## src/rtl/core/tsk_pkg.sv

```systemverilog
// Shared types and constants for the topological sort core.
package tsk_pkg;

  localparam int VTX_W            = 6;    // vertex field width
  localparam int CFG_W            = 7;    // num_vertices register width
  localparam int MAX_VERTICES_DEF = 64;
  localparam int MAX_EDGES_DEF    = 256;
  localparam logic [CFG_W-1:0] CFG_RESET = 7'd64;

  typedef enum logic {
    FUNC_LOAD = 1'b0,
    FUNC_SORT = 1'b1
  } tsk_func_t;

  typedef enum logic [3:0] {
    S_IDLE,
    S_CNT_RD,
    S_CNT_CHK,
    S_CNT_WR,
    S_INIT_RD,
    S_INIT_CHK,
    S_POP_RD,
    S_POP_EMIT,
    S_SCAN_RD,
    S_SCAN_CHK,
    S_SCAN_WR,
    S_FIN
  } tsk_state_t;

  // Edge store control from the sequencer
  typedef struct packed {
    logic             load;
    logic [VTX_W-1:0] src;
    logic [VTX_W-1:0] dst;
    logic             rd;
    logic             clear;
  } tsk_edge_ctl_t;

  typedef struct packed {
    logic [VTX_W-1:0] src;
    logic [VTX_W-1:0] dst;
  } tsk_edge_t;

endpackage

```

## src/rtl/core/tsk_if.sv

```systemverilog
// Channel interfaces: edge/sort input, order output, vertex count config.
interface tsk_in_if import tsk_pkg::*; ();
  logic             valid;
  logic             ready;
  logic             func;
  logic [VTX_W-1:0] src_vertex;
  logic [VTX_W-1:0] dst_vertex;

  modport source (output valid, func, src_vertex, dst_vertex, input ready);
  modport sink   (input valid, func, src_vertex, dst_vertex, output ready);
endinterface

interface tsk_out_if import tsk_pkg::*; ();
  logic             valid;
  logic             ready;
  logic [VTX_W-1:0] vertex;
  logic             vertex_valid;
  logic             last;
  logic             cycle_found;
  logic             edges_lost;

  modport source (output valid, vertex, vertex_valid, last, cycle_found, edges_lost,
                  input ready);
  modport sink   (input valid, vertex, vertex_valid, last, cycle_found, edges_lost,
                  output ready);
endinterface

interface tsk_cfg_if import tsk_pkg::*; ();
  logic             valid;
  logic             ready;
  logic [CFG_W-1:0] data;

  modport source (output valid, data, input ready);
  modport sink   (input valid, data, output ready);
endinterface

```

## src/rtl/core/tsk_edge_store.sv

```systemverilog
// Edge list memory with fill count and drop flag.
module tsk_edge_store import tsk_pkg::*; #(
  parameter int  MAX_EDGES = MAX_EDGES_DEF,
  localparam int ECNT_W    = $clog2(MAX_EDGES + 1),
  localparam int EIDX_W    = (MAX_EDGES > 1) ? $clog2(MAX_EDGES) : 1
) (
  input  logic              clk,
  input  logic              rst_n,
  input  logic [CFG_W-1:0]  nv,
  input  tsk_edge_ctl_t     ctl,
  input  logic [EIDX_W-1:0] rd_addr,
  output tsk_edge_t         rd_data,
  output logic [ECNT_W-1:0] edge_cnt,
  output logic              dropped
);

  tsk_edge_t         mem [MAX_EDGES];
  tsk_edge_t         rd_data_r;
  logic [ECNT_W-1:0] cnt_r;
  logic              dropped_r;
  logic              full;
  logic              reject;

  assign full   = (cnt_r == ECNT_W'(MAX_EDGES));
  assign reject = ({1'b0, ctl.src} >= nv) || ({1'b0, ctl.dst} >= nv) || full;

  always_ff @(posedge clk) begin
    if (ctl.load && !reject) begin
      mem[cnt_r[EIDX_W-1:0]] <= '{src: ctl.src, dst: ctl.dst};
    end
    if (ctl.rd) begin
      rd_data_r <= mem[rd_addr];
    end
  end

  always_ff @(posedge clk) begin
    if (!rst_n) begin
      cnt_r     <= '0;
      dropped_r <= 1'b0;
    end else if (ctl.clear) begin
      cnt_r     <= '0;
      dropped_r <= 1'b0;
    end else if (ctl.load) begin
      if (reject) begin
        dropped_r <= 1'b1;
      end else begin
        cnt_r <= cnt_r + 1'b1;
      end
    end
  end

  assign rd_data  = rd_data_r;
  assign edge_cnt = cnt_r;
  assign dropped  = dropped_r;

endmodule

```

## src/rtl/core/topological_sort_kahn_core.sv

```systemverilog
// Topological sort core (Kahn): edge loader, sort sequencer, order output.
//
// in_ch  : one transaction per item. func=0 stores edge src_vertex -> dst_vertex in
//          load order (one per cycle while idle); edges naming a vertex at or above
//          the vertex count, or arriving with the store full, are dropped and flagged.
//          func=1 starts a sort run; in_ch.ready stays low until the run completes.
// out_ch : one transaction per emitted vertex, in topological order. The final one has
//          last=1 with cycle_found and edges_lost; a run that emits nothing gives one
//          transaction with vertex_valid=0, last=1.
// cfg_ch : writes num_vertices (values above MAX_VERTICES act as MAX_VERTICES).
//          Always ready; write only between runs.
// Sort   : every in-degree change is a read, update, write pass through the in-degree
//          memory and its shared +/-1 unit, and each popped vertex rescans the whole
//          edge list. Output stalls hold a run.
// Reset  : rst_n (sync) empties the edge list, clears the drop flag, sets the vertex
//          count to 64 and idles the sequencer. No memory clearing pass is needed.
// Stall  : results sit in one output register; while it is full and out_ch.ready is low
//          the sequencer holds before loading the next result.
module topological_sort_kahn_core import tsk_pkg::*; #(
  parameter int MAX_VERTICES = MAX_VERTICES_DEF,
  parameter int MAX_EDGES    = MAX_EDGES_DEF
) (
  input  logic  clk,
  input  logic  rst_n,
  tsk_in_if.sink    in_ch,
  tsk_out_if.source out_ch,
  tsk_cfg_if.sink   cfg_ch
);

  localparam int ECNT_W = $clog2(MAX_EDGES + 1);
  localparam int EIDX_W = (MAX_EDGES > 1) ? $clog2(MAX_EDGES) : 1;
  localparam int CNT_W  = $clog2(MAX_VERTICES + 1);
  localparam int VIDX_W = $clog2(MAX_VERTICES);
  localparam int DEG_W  = $clog2(MAX_EDGES + 1);

  tsk_state_t state_r, state_nxt;

  // config
  logic [CFG_W-1:0] cfg_r;
  logic [CFG_W-1:0] nv;

  // edge store
  tsk_edge_ctl_t     edge_ctl;
  logic [EIDX_W-1:0] edge_raddr;
  tsk_edge_t         edge_q;
  logic [ECNT_W-1:0] edge_cnt;
  logic              edge_dropped;

  // sequencer counters
  logic [ECNT_W-1:0] eidx_r;
  logic [CNT_W-1:0]  vidx_r;
  logic [CNT_W-1:0]  head_r;
  logic [CNT_W-1:0]  tail_r;
  logic [CNT_W-1:0]  emit_r;
  logic              lost_r;
  logic [VTX_W-1:0]  pend_r;
  logic              pend_vld_r;

  // in-degree memory, valid bits stand in for the per-run clear
  logic [DEG_W-1:0]        deg_mem [MAX_VERTICES];
  logic [DEG_W-1:0]        deg_mem_q;
  logic [MAX_VERTICES-1:0] deg_vld_r;
  logic [VIDX_W-1:0]       deg_raddr_r;
  logic [DEG_W-1:0]        deg_q;
  logic [DEG_W-1:0]        deg_upd;

  // ready queue memory
  logic [VTX_W-1:0] q_mem [MAX_VERTICES];
  logic [VTX_W-1:0] q_q;

  // output register
  logic             out_vld_r;
  logic [VTX_W-1:0] out_vertex_r;
  logic             out_vvld_r;
  logic             out_last_r;
  logic             out_cyc_r;
  logic             out_lost_r;
  logic             out_free;

  // strobes
  logic              in_acc;
  logic              run_start;
  logic              edge_ok;
  logic              edge_match;
  logic              eidx_inc;
  logic              eidx_clr;
  logic              vidx_inc;
  logic              head_inc;
  logic              set_lost;
  logic              deg_rd;
  logic [VIDX_W-1:0] deg_raddr;
  logic              deg_we;
  logic              q_rd;
  logic              q_we;
  logic [VTX_W-1:0]  q_wdata;
  logic              pend_load;
  logic              out_load;
  logic              out_final;
  logic              tail_room;

  // ---------------------------------------------------------------- config
  always_ff @(posedge clk) begin
    if (!rst_n) begin
      cfg_r <= CFG_RESET;
    end else if (cfg_ch.valid && cfg_ch.ready) begin
      cfg_r <= cfg_ch.data;
    end
  end
  assign cfg_ch.ready = 1'b1;
  assign nv = (cfg_r > CFG_W'(MAX_VERTICES)) ? CFG_W'(MAX_VERTICES) : cfg_r;

  // ---------------------------------------------------------------- input
  assign in_ch.ready = (state_r == S_IDLE);
  assign in_acc      = in_ch.valid && in_ch.ready;
  assign run_start   = in_acc && (in_ch.func == FUNC_SORT);

  tsk_edge_store #(.MAX_EDGES(MAX_EDGES)) u_edges (
    .clk      (clk),
    .rst_n    (rst_n),
    .nv       (nv),
    .ctl      (edge_ctl),
    .rd_addr  (edge_raddr),
    .rd_data  (edge_q),
    .edge_cnt (edge_cnt),
    .dropped  (edge_dropped)
  );

  // ---------------------------------------------------------------- datapath views
  assign edge_ok    = ({1'b0, edge_q.src} < nv) && ({1'b0, edge_q.dst} < nv);
  assign edge_match = edge_ok && (edge_q.src == pend_r);
  assign deg_q      = deg_vld_r[deg_raddr_r] ? deg_mem_q : '0;
  // shared in-degree unit: +1 while counting, -1 while scanning
  assign deg_upd    = deg_q + ((state_r == S_CNT_WR) ? DEG_W'(1) : {DEG_W{1'b1}});
  assign tail_room  = (tail_r != CNT_W'(MAX_VERTICES));
  assign out_free   = !out_vld_r || out_ch.ready;

  // ---------------------------------------------------------------- next state
  always_comb begin
    state_nxt = state_r;
    case (state_r)
      S_IDLE:     if (run_start) state_nxt = S_CNT_RD;
      S_CNT_RD:   state_nxt = (eidx_r == edge_cnt) ? S_INIT_RD : S_CNT_CHK;
      S_CNT_CHK:  state_nxt = edge_ok ? S_CNT_WR : S_CNT_RD;
      S_CNT_WR:   state_nxt = S_CNT_RD;
      S_INIT_RD:  state_nxt = (CFG_W'(vidx_r) == nv) ? S_POP_RD : S_INIT_CHK;
      S_INIT_CHK: state_nxt = S_INIT_RD;
      S_POP_RD:   state_nxt = (head_r < tail_r) ? S_POP_EMIT : S_FIN;
      S_POP_EMIT: if (!pend_vld_r || out_free) state_nxt = S_SCAN_RD;
      S_SCAN_RD:  state_nxt = (eidx_r == edge_cnt) ? S_POP_RD : S_SCAN_CHK;
      S_SCAN_CHK: state_nxt = edge_match ? S_SCAN_WR : S_SCAN_RD;
      S_SCAN_WR:  state_nxt = S_SCAN_RD;
      S_FIN:      if (out_free) state_nxt = S_IDLE;
      default:    state_nxt = S_IDLE;
    endcase
  end

  // ---------------------------------------------------------------- control outputs
  always_comb begin
    edge_ctl       = '0;
    edge_ctl.load  = in_acc && (in_ch.func == FUNC_LOAD);
    edge_ctl.src   = in_ch.src_vertex;
    edge_ctl.dst   = in_ch.dst_vertex;
    edge_raddr     = eidx_r[EIDX_W-1:0];
    eidx_inc       = 1'b0;
    eidx_clr       = 1'b0;
    vidx_inc       = 1'b0;
    head_inc       = 1'b0;
    set_lost       = 1'b0;
    deg_rd         = 1'b0;
    deg_raddr      = edge_q.dst[VIDX_W-1:0];
    deg_we         = 1'b0;
    q_rd           = 1'b0;
    q_we           = 1'b0;
    q_wdata        = VTX_W'(deg_raddr_r);
    pend_load      = 1'b0;
    out_load       = 1'b0;
    out_final      = 1'b0;
    case (state_r)
      S_CNT_RD: begin
        edge_ctl.rd = (eidx_r != edge_cnt);
      end
      S_CNT_CHK: begin
        if (edge_ok) begin
          deg_rd = 1'b1;
        end else begin
          set_lost = 1'b1;
          eidx_inc = 1'b1;
        end
      end
      S_CNT_WR: begin
        deg_we   = 1'b1;
        eidx_inc = 1'b1;
      end
      S_INIT_RD: begin
        deg_rd    = (CFG_W'(vidx_r) != nv);
        deg_raddr = vidx_r[VIDX_W-1:0];
      end
      S_INIT_CHK: begin
        q_we     = (deg_q == '0) && tail_room;
        q_wdata  = VTX_W'(vidx_r);
        vidx_inc = 1'b1;
      end
      S_POP_RD: begin
        q_rd     = (head_r < tail_r);
        head_inc = (head_r < tail_r);
      end
      S_POP_EMIT: begin
        if (!pend_vld_r || out_free) begin
          out_load  = pend_vld_r;
          pend_load = 1'b1;
          eidx_clr  = 1'b1;
        end
      end
      S_SCAN_RD: begin
        edge_ctl.rd = (eidx_r != edge_cnt);
      end
      S_SCAN_CHK: begin
        if (edge_match) begin
          deg_rd = 1'b1;
        end else begin
          eidx_inc = 1'b1;
        end
      end
      S_SCAN_WR: begin
        deg_we   = (deg_q != '0);
        q_we     = (deg_q != '0) && (deg_upd == '0) && tail_room;
        eidx_inc = 1'b1;
      end
      S_FIN: begin
        if (out_free) begin
          out_load       = 1'b1;
          out_final      = 1'b1;
          edge_ctl.clear = 1'b1;
        end
      end
      default: begin
      end
    endcase
  end

  // ---------------------------------------------------------------- memories
  always_ff @(posedge clk) begin
    if (deg_we) begin
      deg_mem[deg_raddr_r] <= deg_upd;
    end
    if (deg_rd) begin
      deg_mem_q   <= deg_mem[deg_raddr];
      deg_raddr_r <= deg_raddr;
    end
  end

  always_ff @(posedge clk) begin
    if (q_we) begin
      q_mem[tail_r[VIDX_W-1:0]] <= q_wdata;
    end
    if (q_rd) begin
      q_q <= q_mem[head_r[VIDX_W-1:0]];
    end
  end

  // ---------------------------------------------------------------- sequencer registers
  always_ff @(posedge clk) begin
    if (!rst_n) begin
      state_r    <= S_IDLE;
      eidx_r     <= '0;
      vidx_r     <= '0;
      head_r     <= '0;
      tail_r     <= '0;
      emit_r     <= '0;
      lost_r     <= 1'b0;
      pend_vld_r <= 1'b0;
      deg_vld_r  <= '0;
    end else begin
      state_r <= state_nxt;
      if (run_start) begin
        eidx_r     <= '0;
        vidx_r     <= '0;
        head_r     <= '0;
        tail_r     <= '0;
        emit_r     <= '0;
        lost_r     <= edge_dropped;
        pend_vld_r <= 1'b0;
        deg_vld_r  <= '0;
      end else begin
        if (eidx_clr) begin
          eidx_r <= '0;
        end else if (eidx_inc) begin
          eidx_r <= eidx_r + 1'b1;
        end
        if (vidx_inc) vidx_r <= vidx_r + 1'b1;
        if (head_inc) head_r <= head_r + 1'b1;
        if (q_we)     tail_r <= tail_r + 1'b1;
        if (set_lost) lost_r <= 1'b1;
        if (deg_we)   deg_vld_r[deg_raddr_r] <= 1'b1;
        if (pend_load) begin
          pend_vld_r <= 1'b1;
          emit_r     <= emit_r + 1'b1;
        end
      end
    end
  end

  // popped vertex is held back until we know whether it is the final result
  always_ff @(posedge clk) begin
    if (pend_load) begin
      pend_r <= q_q;
    end
  end

  // ---------------------------------------------------------------- output register
  always_ff @(posedge clk) begin
    if (!rst_n) begin
      out_vld_r <= 1'b0;
    end else if (out_load) begin
      out_vld_r <= 1'b1;
    end else if (out_ch.ready) begin
      out_vld_r <= 1'b0;
    end
  end

  always_ff @(posedge clk) begin
    if (out_load) begin
      out_vertex_r <= (out_final && !pend_vld_r) ? '0 : pend_r;
      out_vvld_r   <= pend_vld_r;
      out_last_r   <= out_final;
      out_cyc_r    <= out_final && (CFG_W'(emit_r) < nv);
      out_lost_r   <= out_final && lost_r;
    end
  end

  assign out_ch.valid        = out_vld_r;
  assign out_ch.vertex       = out_vertex_r;
  assign out_ch.vertex_valid = out_vvld_r;
  assign out_ch.last         = out_last_r;
  assign out_ch.cycle_found  = out_cyc_r;
  assign out_ch.edges_lost   = out_lost_r;

endmodule
```

## src/flat_wrapper.sv

```systemverilog
// flat-port wrapper written by rule: the top's interface ports become plain ports
module topological_sort_kahn_core_flat import tsk_pkg::*;
#(
  parameter int MAX_VERTICES = MAX_VERTICES_DEF,
  parameter int MAX_EDGES    = MAX_EDGES_DEF
)
  (clk, rst_n, in_ch_valid, in_ch_func, in_ch_src_vertex, in_ch_dst_vertex, in_ch_ready, out_ch_valid, out_ch_vertex, out_ch_vertex_valid, out_ch_last, out_ch_cycle_found, out_ch_edges_lost, out_ch_ready, cfg_ch_valid, cfg_ch_data, cfg_ch_ready);
  tsk_in_if in_ch_i ();
  tsk_out_if out_ch_i ();
  tsk_cfg_if cfg_ch_i ();
  input  logic clk;
  input  logic rst_n;
  input wire logic [$bits(in_ch_i.valid)-1:0] in_ch_valid;
  input wire logic [$bits(in_ch_i.func)-1:0] in_ch_func;
  input wire logic [$bits(in_ch_i.src_vertex)-1:0] in_ch_src_vertex;
  input wire logic [$bits(in_ch_i.dst_vertex)-1:0] in_ch_dst_vertex;
  output wire logic [$bits(in_ch_i.ready)-1:0] in_ch_ready;
  output wire logic [$bits(out_ch_i.valid)-1:0] out_ch_valid;
  output wire logic [$bits(out_ch_i.vertex)-1:0] out_ch_vertex;
  output wire logic [$bits(out_ch_i.vertex_valid)-1:0] out_ch_vertex_valid;
  output wire logic [$bits(out_ch_i.last)-1:0] out_ch_last;
  output wire logic [$bits(out_ch_i.cycle_found)-1:0] out_ch_cycle_found;
  output wire logic [$bits(out_ch_i.edges_lost)-1:0] out_ch_edges_lost;
  input wire logic [$bits(out_ch_i.ready)-1:0] out_ch_ready;
  input wire logic [$bits(cfg_ch_i.valid)-1:0] cfg_ch_valid;
  input wire logic [$bits(cfg_ch_i.data)-1:0] cfg_ch_data;
  output wire logic [$bits(cfg_ch_i.ready)-1:0] cfg_ch_ready;
  assign in_ch_i.valid = in_ch_valid;
  assign in_ch_i.func = in_ch_func;
  assign in_ch_i.src_vertex = in_ch_src_vertex;
  assign in_ch_i.dst_vertex = in_ch_dst_vertex;
  assign in_ch_ready = in_ch_i.ready;
  assign out_ch_valid = out_ch_i.valid;
  assign out_ch_vertex = out_ch_i.vertex;
  assign out_ch_vertex_valid = out_ch_i.vertex_valid;
  assign out_ch_last = out_ch_i.last;
  assign out_ch_cycle_found = out_ch_i.cycle_found;
  assign out_ch_edges_lost = out_ch_i.edges_lost;
  assign out_ch_i.ready = out_ch_ready;
  assign cfg_ch_i.valid = cfg_ch_valid;
  assign cfg_ch_i.data = cfg_ch_data;
  assign cfg_ch_ready = cfg_ch_i.ready;
  topological_sort_kahn_core #(.MAX_VERTICES(MAX_VERTICES), .MAX_EDGES(MAX_EDGES)) u_core (.clk(clk), .rst_n(rst_n), .in_ch(in_ch_i), .out_ch(out_ch_i), .cfg_ch(cfg_ch_i));
endmodule
```

## config.mk

```make
export PLATFORM = sky130hd
export DESIGN_NAME = topological_sort_kahn_core_flat
export DESIGN_NICKNAME = d
export VERILOG_FILES = /design/src/rtl/core/tsk_pkg.sv /design/src/rtl/core/tsk_if.sv /design/src/rtl/core/tsk_edge_store.sv /design/src/rtl/core/topological_sort_kahn_core.sv /design/src/flat_wrapper.sv
export SDC_FILE = /design/constraint.sdc
export NUM_CORES = 2
export LEC_CHECK = 0
export BUFFER_PORTS_ARGS = -buffer_cell sky130_fd_sc_hd__buf_4
export CELL_PAD_IN_SITES_DETAIL_PLACEMENT = 2
export CELL_PAD_IN_SITES_GLOBAL_PLACEMENT = 2
export CORE_MARGIN = 3
export CORE_UTILIZATION = 47
export CTS_BUF_LIST = sky130_fd_sc_hd__clkbuf_4 sky130_fd_sc_hd__clkbuf_8
export DETAILED_ROUTE_END_ITERATION = 12
export GPL_TIMING_DRIVEN = 0
export PLACE_DENSITY_LB_ADDON = 0.1
export RECOVER_POWER = 50
export SYNTH_ARGS = -nofsm -noshare
export SYNTH_HDL_FRONTEND = slang
export SYNTH_HIERARCHICAL = 1
export SYNTH_SLANG_ARGS = --single-unit
```

## constraint.sdc

```tcl
create_clock -name clk -period 6.2 [get_ports clk]
set_clock_uncertainty 0.15 [all_clocks]
set_input_delay 0.31 -clock clk [delete_from_list [all_inputs] [get_ports clk]]
set_output_delay 0.31 -clock clk [all_outputs]
set_load 0.02 [all_outputs]
```

==> reports/qor.txt <==
status -> complete, but fails checks
initial antenna violation count -> 77
Post-synth EDFFs -> 4081
flop2flop setup slack -> -0.55 ns
Min-Delay Endpoint -> u_core/u_edges/mem[165][7]
share of flip-flops with an asynchronous set or reset -> 0%
critical path arrival -> 7.64 ns
TritonCTS clock tree -> built
share of layout cells above drive strength 1 -> 25.7%
Comb pwr share -> 6.9%
Chip Height -> 597 um
pwr dens -> 326 nW/um^2
crit end category -> flop
I/O Buffers -> 35
clock insertion delay at the later pin of the skew report -> 1.37 ns
RR Endpoint -> u_core/u_edges/rd_data[0]
Ports -> 38
Min-Delay Path Class -> in -> reg
yosys warns -> 6
Int Pwr -> 45500 uW
hold slack -> -0.0531 ns
Synth Flop Type -> edfxtp_1
CTS max path bufs -> 4
Syn-to-layout area delta -> 14.4%
Pleak -> 0.0579 uW
cells after synthesis -> 8720
routed vias -> 105000
fmax -> 148 MHz
Design Area, Final -> 188000 sq um
root buffer selected by CTS -> clkbuf_8
register share of total power -> 52.7%
final setup margin -> -0.550 ns
commonest non-fill, non-tap cells in the layout -> 4081 x edfxtp_1, 778 x mux4_2, 735 x clkbuf_8
syn avg cell area -> 18.9 sq um
Die Area -> 357000 sq um
slowest cell on the critical path -> buf_2
first-pass GRT wire length -> 956000 um
Clock power frac -> 40.5%
largest net degree at the start of global routing -> 157
syn nets -> 8798
Routability Congestion -> 0.977
failing checks -> negative hold slack, max-capacitance violations, max-slew violations, negative setup slack
reg2reg start -> u_core/eidx_r[1]
clock slew at reported path FFs -> 0.06 ns
Largest stage delay, worst path -> 1.00 ns
DRT Wirelength -> 715000 um
Slew headroom -> -334%
total power -> 61300 uW
fin crit share -> 109%
core area -> 347000 sq um
maximum vdd drop -> 0.000279 V
GRT Overall Usage -> 39.5%
Sw Pwr -> 15800 uW
startpoint types -> flop
Setup violations, final -> 168
Synth Cell Area -> 164000 sq um
sequential cell area fraction in the yosys report -> 76.1%
Detailed Routing Iterations Pass 1 -> 9
Remaining Overflow, GRT -> 0
RSZ-0062 raised after global routing -> yes
Switching Share -> 25.7%
post-DR vias/cell -> 7.07
post-synthesis cell type count -> 87
drt initial violations -> 18300
DRC -> 0
wire length per cell -> 48.2 um
Setup CP Type -> reg -> reg
hold path startpoint -> in_ch_src_vertex[1]
H-tree levels -> 6
Final min period -> 6.75 ns
Starting Density -> 47.3%
Reg2Reg Depth -> 12
final hold violation count -> 10
number of synthesized register bits -> 4206
most common cell after layout, fill and taps aside -> edfxtp_1
DRT antenna net count -> 0
# rows -> 216
critical-path maximum fanout -> 11
Required @ worst endpoint -> 7.09 ns
Worst-Margin Slew -> 6.52 ns
Post-DP Area -> 173000 sq um
CP cell instances -> buf_4, buf_6, buf_2, buf_2, buf_2, mux2i_1, o22ai_1, nor3_1, a21oi_1, nor3_1, nor4_2, buf_4
number of global-route vias before repair -> 107000
Die X -> 597 um
CTS Sinks -> 4206
max-slew violations -> 2387
cell mode on critical path -> buf_2
hpwl dp -> 444000 um
WHS Path Cells -> 2
Max-Cap Viols -> 47
Num CTS Buffers -> 693
Final nets -> 9743
-- per-stage QoR --
step                      util, %   TNS, ns  setup slack, ns  instances
after floorplan                 -         0          0.00614       8720
final                        54.2    -21.26           -0.550      14800
after CTS                    54.1    -29.38           -0.205      14700
after global placement       49.1  -7152.97            -5.45      13300
after detailed placement     49.7  -2483.50            -2.52      13400
after global routing         54.2    -34.01           -0.235      14800
-- metal layers --
layer	vias to the layer above	wire (um)	global-route usage (%)
li1	37500	-	-
met1	55900	248000	50.0
met2	9015	318000	58.5
met3	2449	95300	14.3
met4	62	52500	23.6
met5	-	878	0.122
-- cell families after synthesis --
| logic type | Yosys count | share of synthesized area, % |
|---|---|---|
| flops | 4206 | 76.1 |
| buf+inv | 573 | 1.81 |
| other cells | 1 | 0.00228 |
| compound gates | 958 | 4.10 |
| mux | 1072 | 12.5 |
| fa+ha+maj | 53 | 0.408 |
| simple gates | 1810 | 4.85 |
| xor+xnor | 47 | 0.250 |
-- cell usage after synthesis, types with 52 or more instances --
library cell / number / share of area, %
edfxtp_1: 4081 / 75
o21ai_0: 61 / 0.19
a311oi_1: 99 / 0.53
nor4_1: 64 / 0.24
dfxtp_1: 125 / 1.5
o21a_1: 70 / 0.32
nand2_1: 690 / 1.6
clkbuf_1: 266 / 0.61
o22ai_1: 65 / 0.25
buf_2: 122 / 0.37
mux4_2: 778 / 11
nor3_1: 55 / 0.17
mux2i_1: 270 / 1.6
ha_1: 52 / 0.40
nand3_1: 344 / 1.0
nor2_1: 472 / 1.1
a21oi_1: 211 / 0.64
a22oi_1: 251 / 1.1
-- layout make-up --
cell class / instances / area [sq um]
Timing Repair Buffer: 255 / 2660
Clock inverter: 223 / 1040
Buffer: 515 / 2850
Inverter: 52 / 221
Fill cell: 29500 / 159000
Timing Repair inverter: 1 / 5.00
Tap cell: 4578 / 5730
Sequential cell: 4206 / 125000
Antenna cell: 58 / 145
Multi-Input combinational cell: 3941 / 38400
Clock buffer: 998 / 12100
-- registers in the layout, summed over array words and instances, names as in the netlist, 4 cells and up --
signal	count
u_core/cfg_r	7
u_core/deg_mem	576
u_core/deg_mem_q	9
u_core/deg_raddr_r	6
u_core/deg_vld_r	64
u_core/eidx_r	9
u_core/emit_r	7
u_core/head_r	7
u_core/out_ch.vertex	6
u_core/pend_r	6
u_core/q_mem	384
u_core/q_q	6
u_core/state_r	4
u_core/tail_r	7
u_core/u_edges/edge_cnt	9
u_core/u_edges/mem	3072
u_core/u_edges/rd_data	12
u_core/vidx_r	7
-- critical path, delay by kind of cell, from the launching register on --
family	cells	cell delay, ns
muxes	1	0.37
and+or+nand+nor	3	1.49
DFF	1	0.43
AOI/OAI and AO/OA	2	0.54
buffers and inverters	6	3.42
-- timing repair --
action | CTS | global route
hold endpoints to repair | 2367 | 0
setup buffers | 22 | 17
gates cloned | 0 | 1
resized for setup | 303 | 108
pin swaps | 9 | 14
endpoints found under the setup margin | 2939 | 2421
hold buffers | 68 | 0
-- power groups by stage --
stage | sequential, uW | clock, uW | combinational [uW]
2_1_floorplan | 32800 | 0 | 1590
3_3_place_gp | 33000 | 0 | 3390
3_5_place_dp | 32800 | 0 | 4040
4_1_cts | 32200 | 24700 | 4160
5_1_grt | 32300 | 26100 | 4380
6_report | 32300 | 24800 | 4210
-- worst max-delay path by stage --
stage / startpoint / to / slack, ns / depth (start not counted)
global route: u_core/cfg_r[6] / u_core/u_edges/mem[152][6] / -0.24 / 14
global placement: u_core/deg_raddr_r[3] / u_core/q_mem[46][5] / -5.45 / 17
detailed placement: u_core/deg_raddr_r[3] / u_core/q_mem[37][0] / -2.52 / 19
finish: u_core/eidx_r[1] / u_core/u_edges/rd_data[0] / -0.55 / 12
CTS: u_core/cfg_r[6] / u_core/u_edges/mem[7][1] / -0.20 / 14
floorplan: u_core/deg_raddr_r[0] / u_core/q_mem[44][0] / 0.006 / 22
Power figures use the tool's default switching activity.
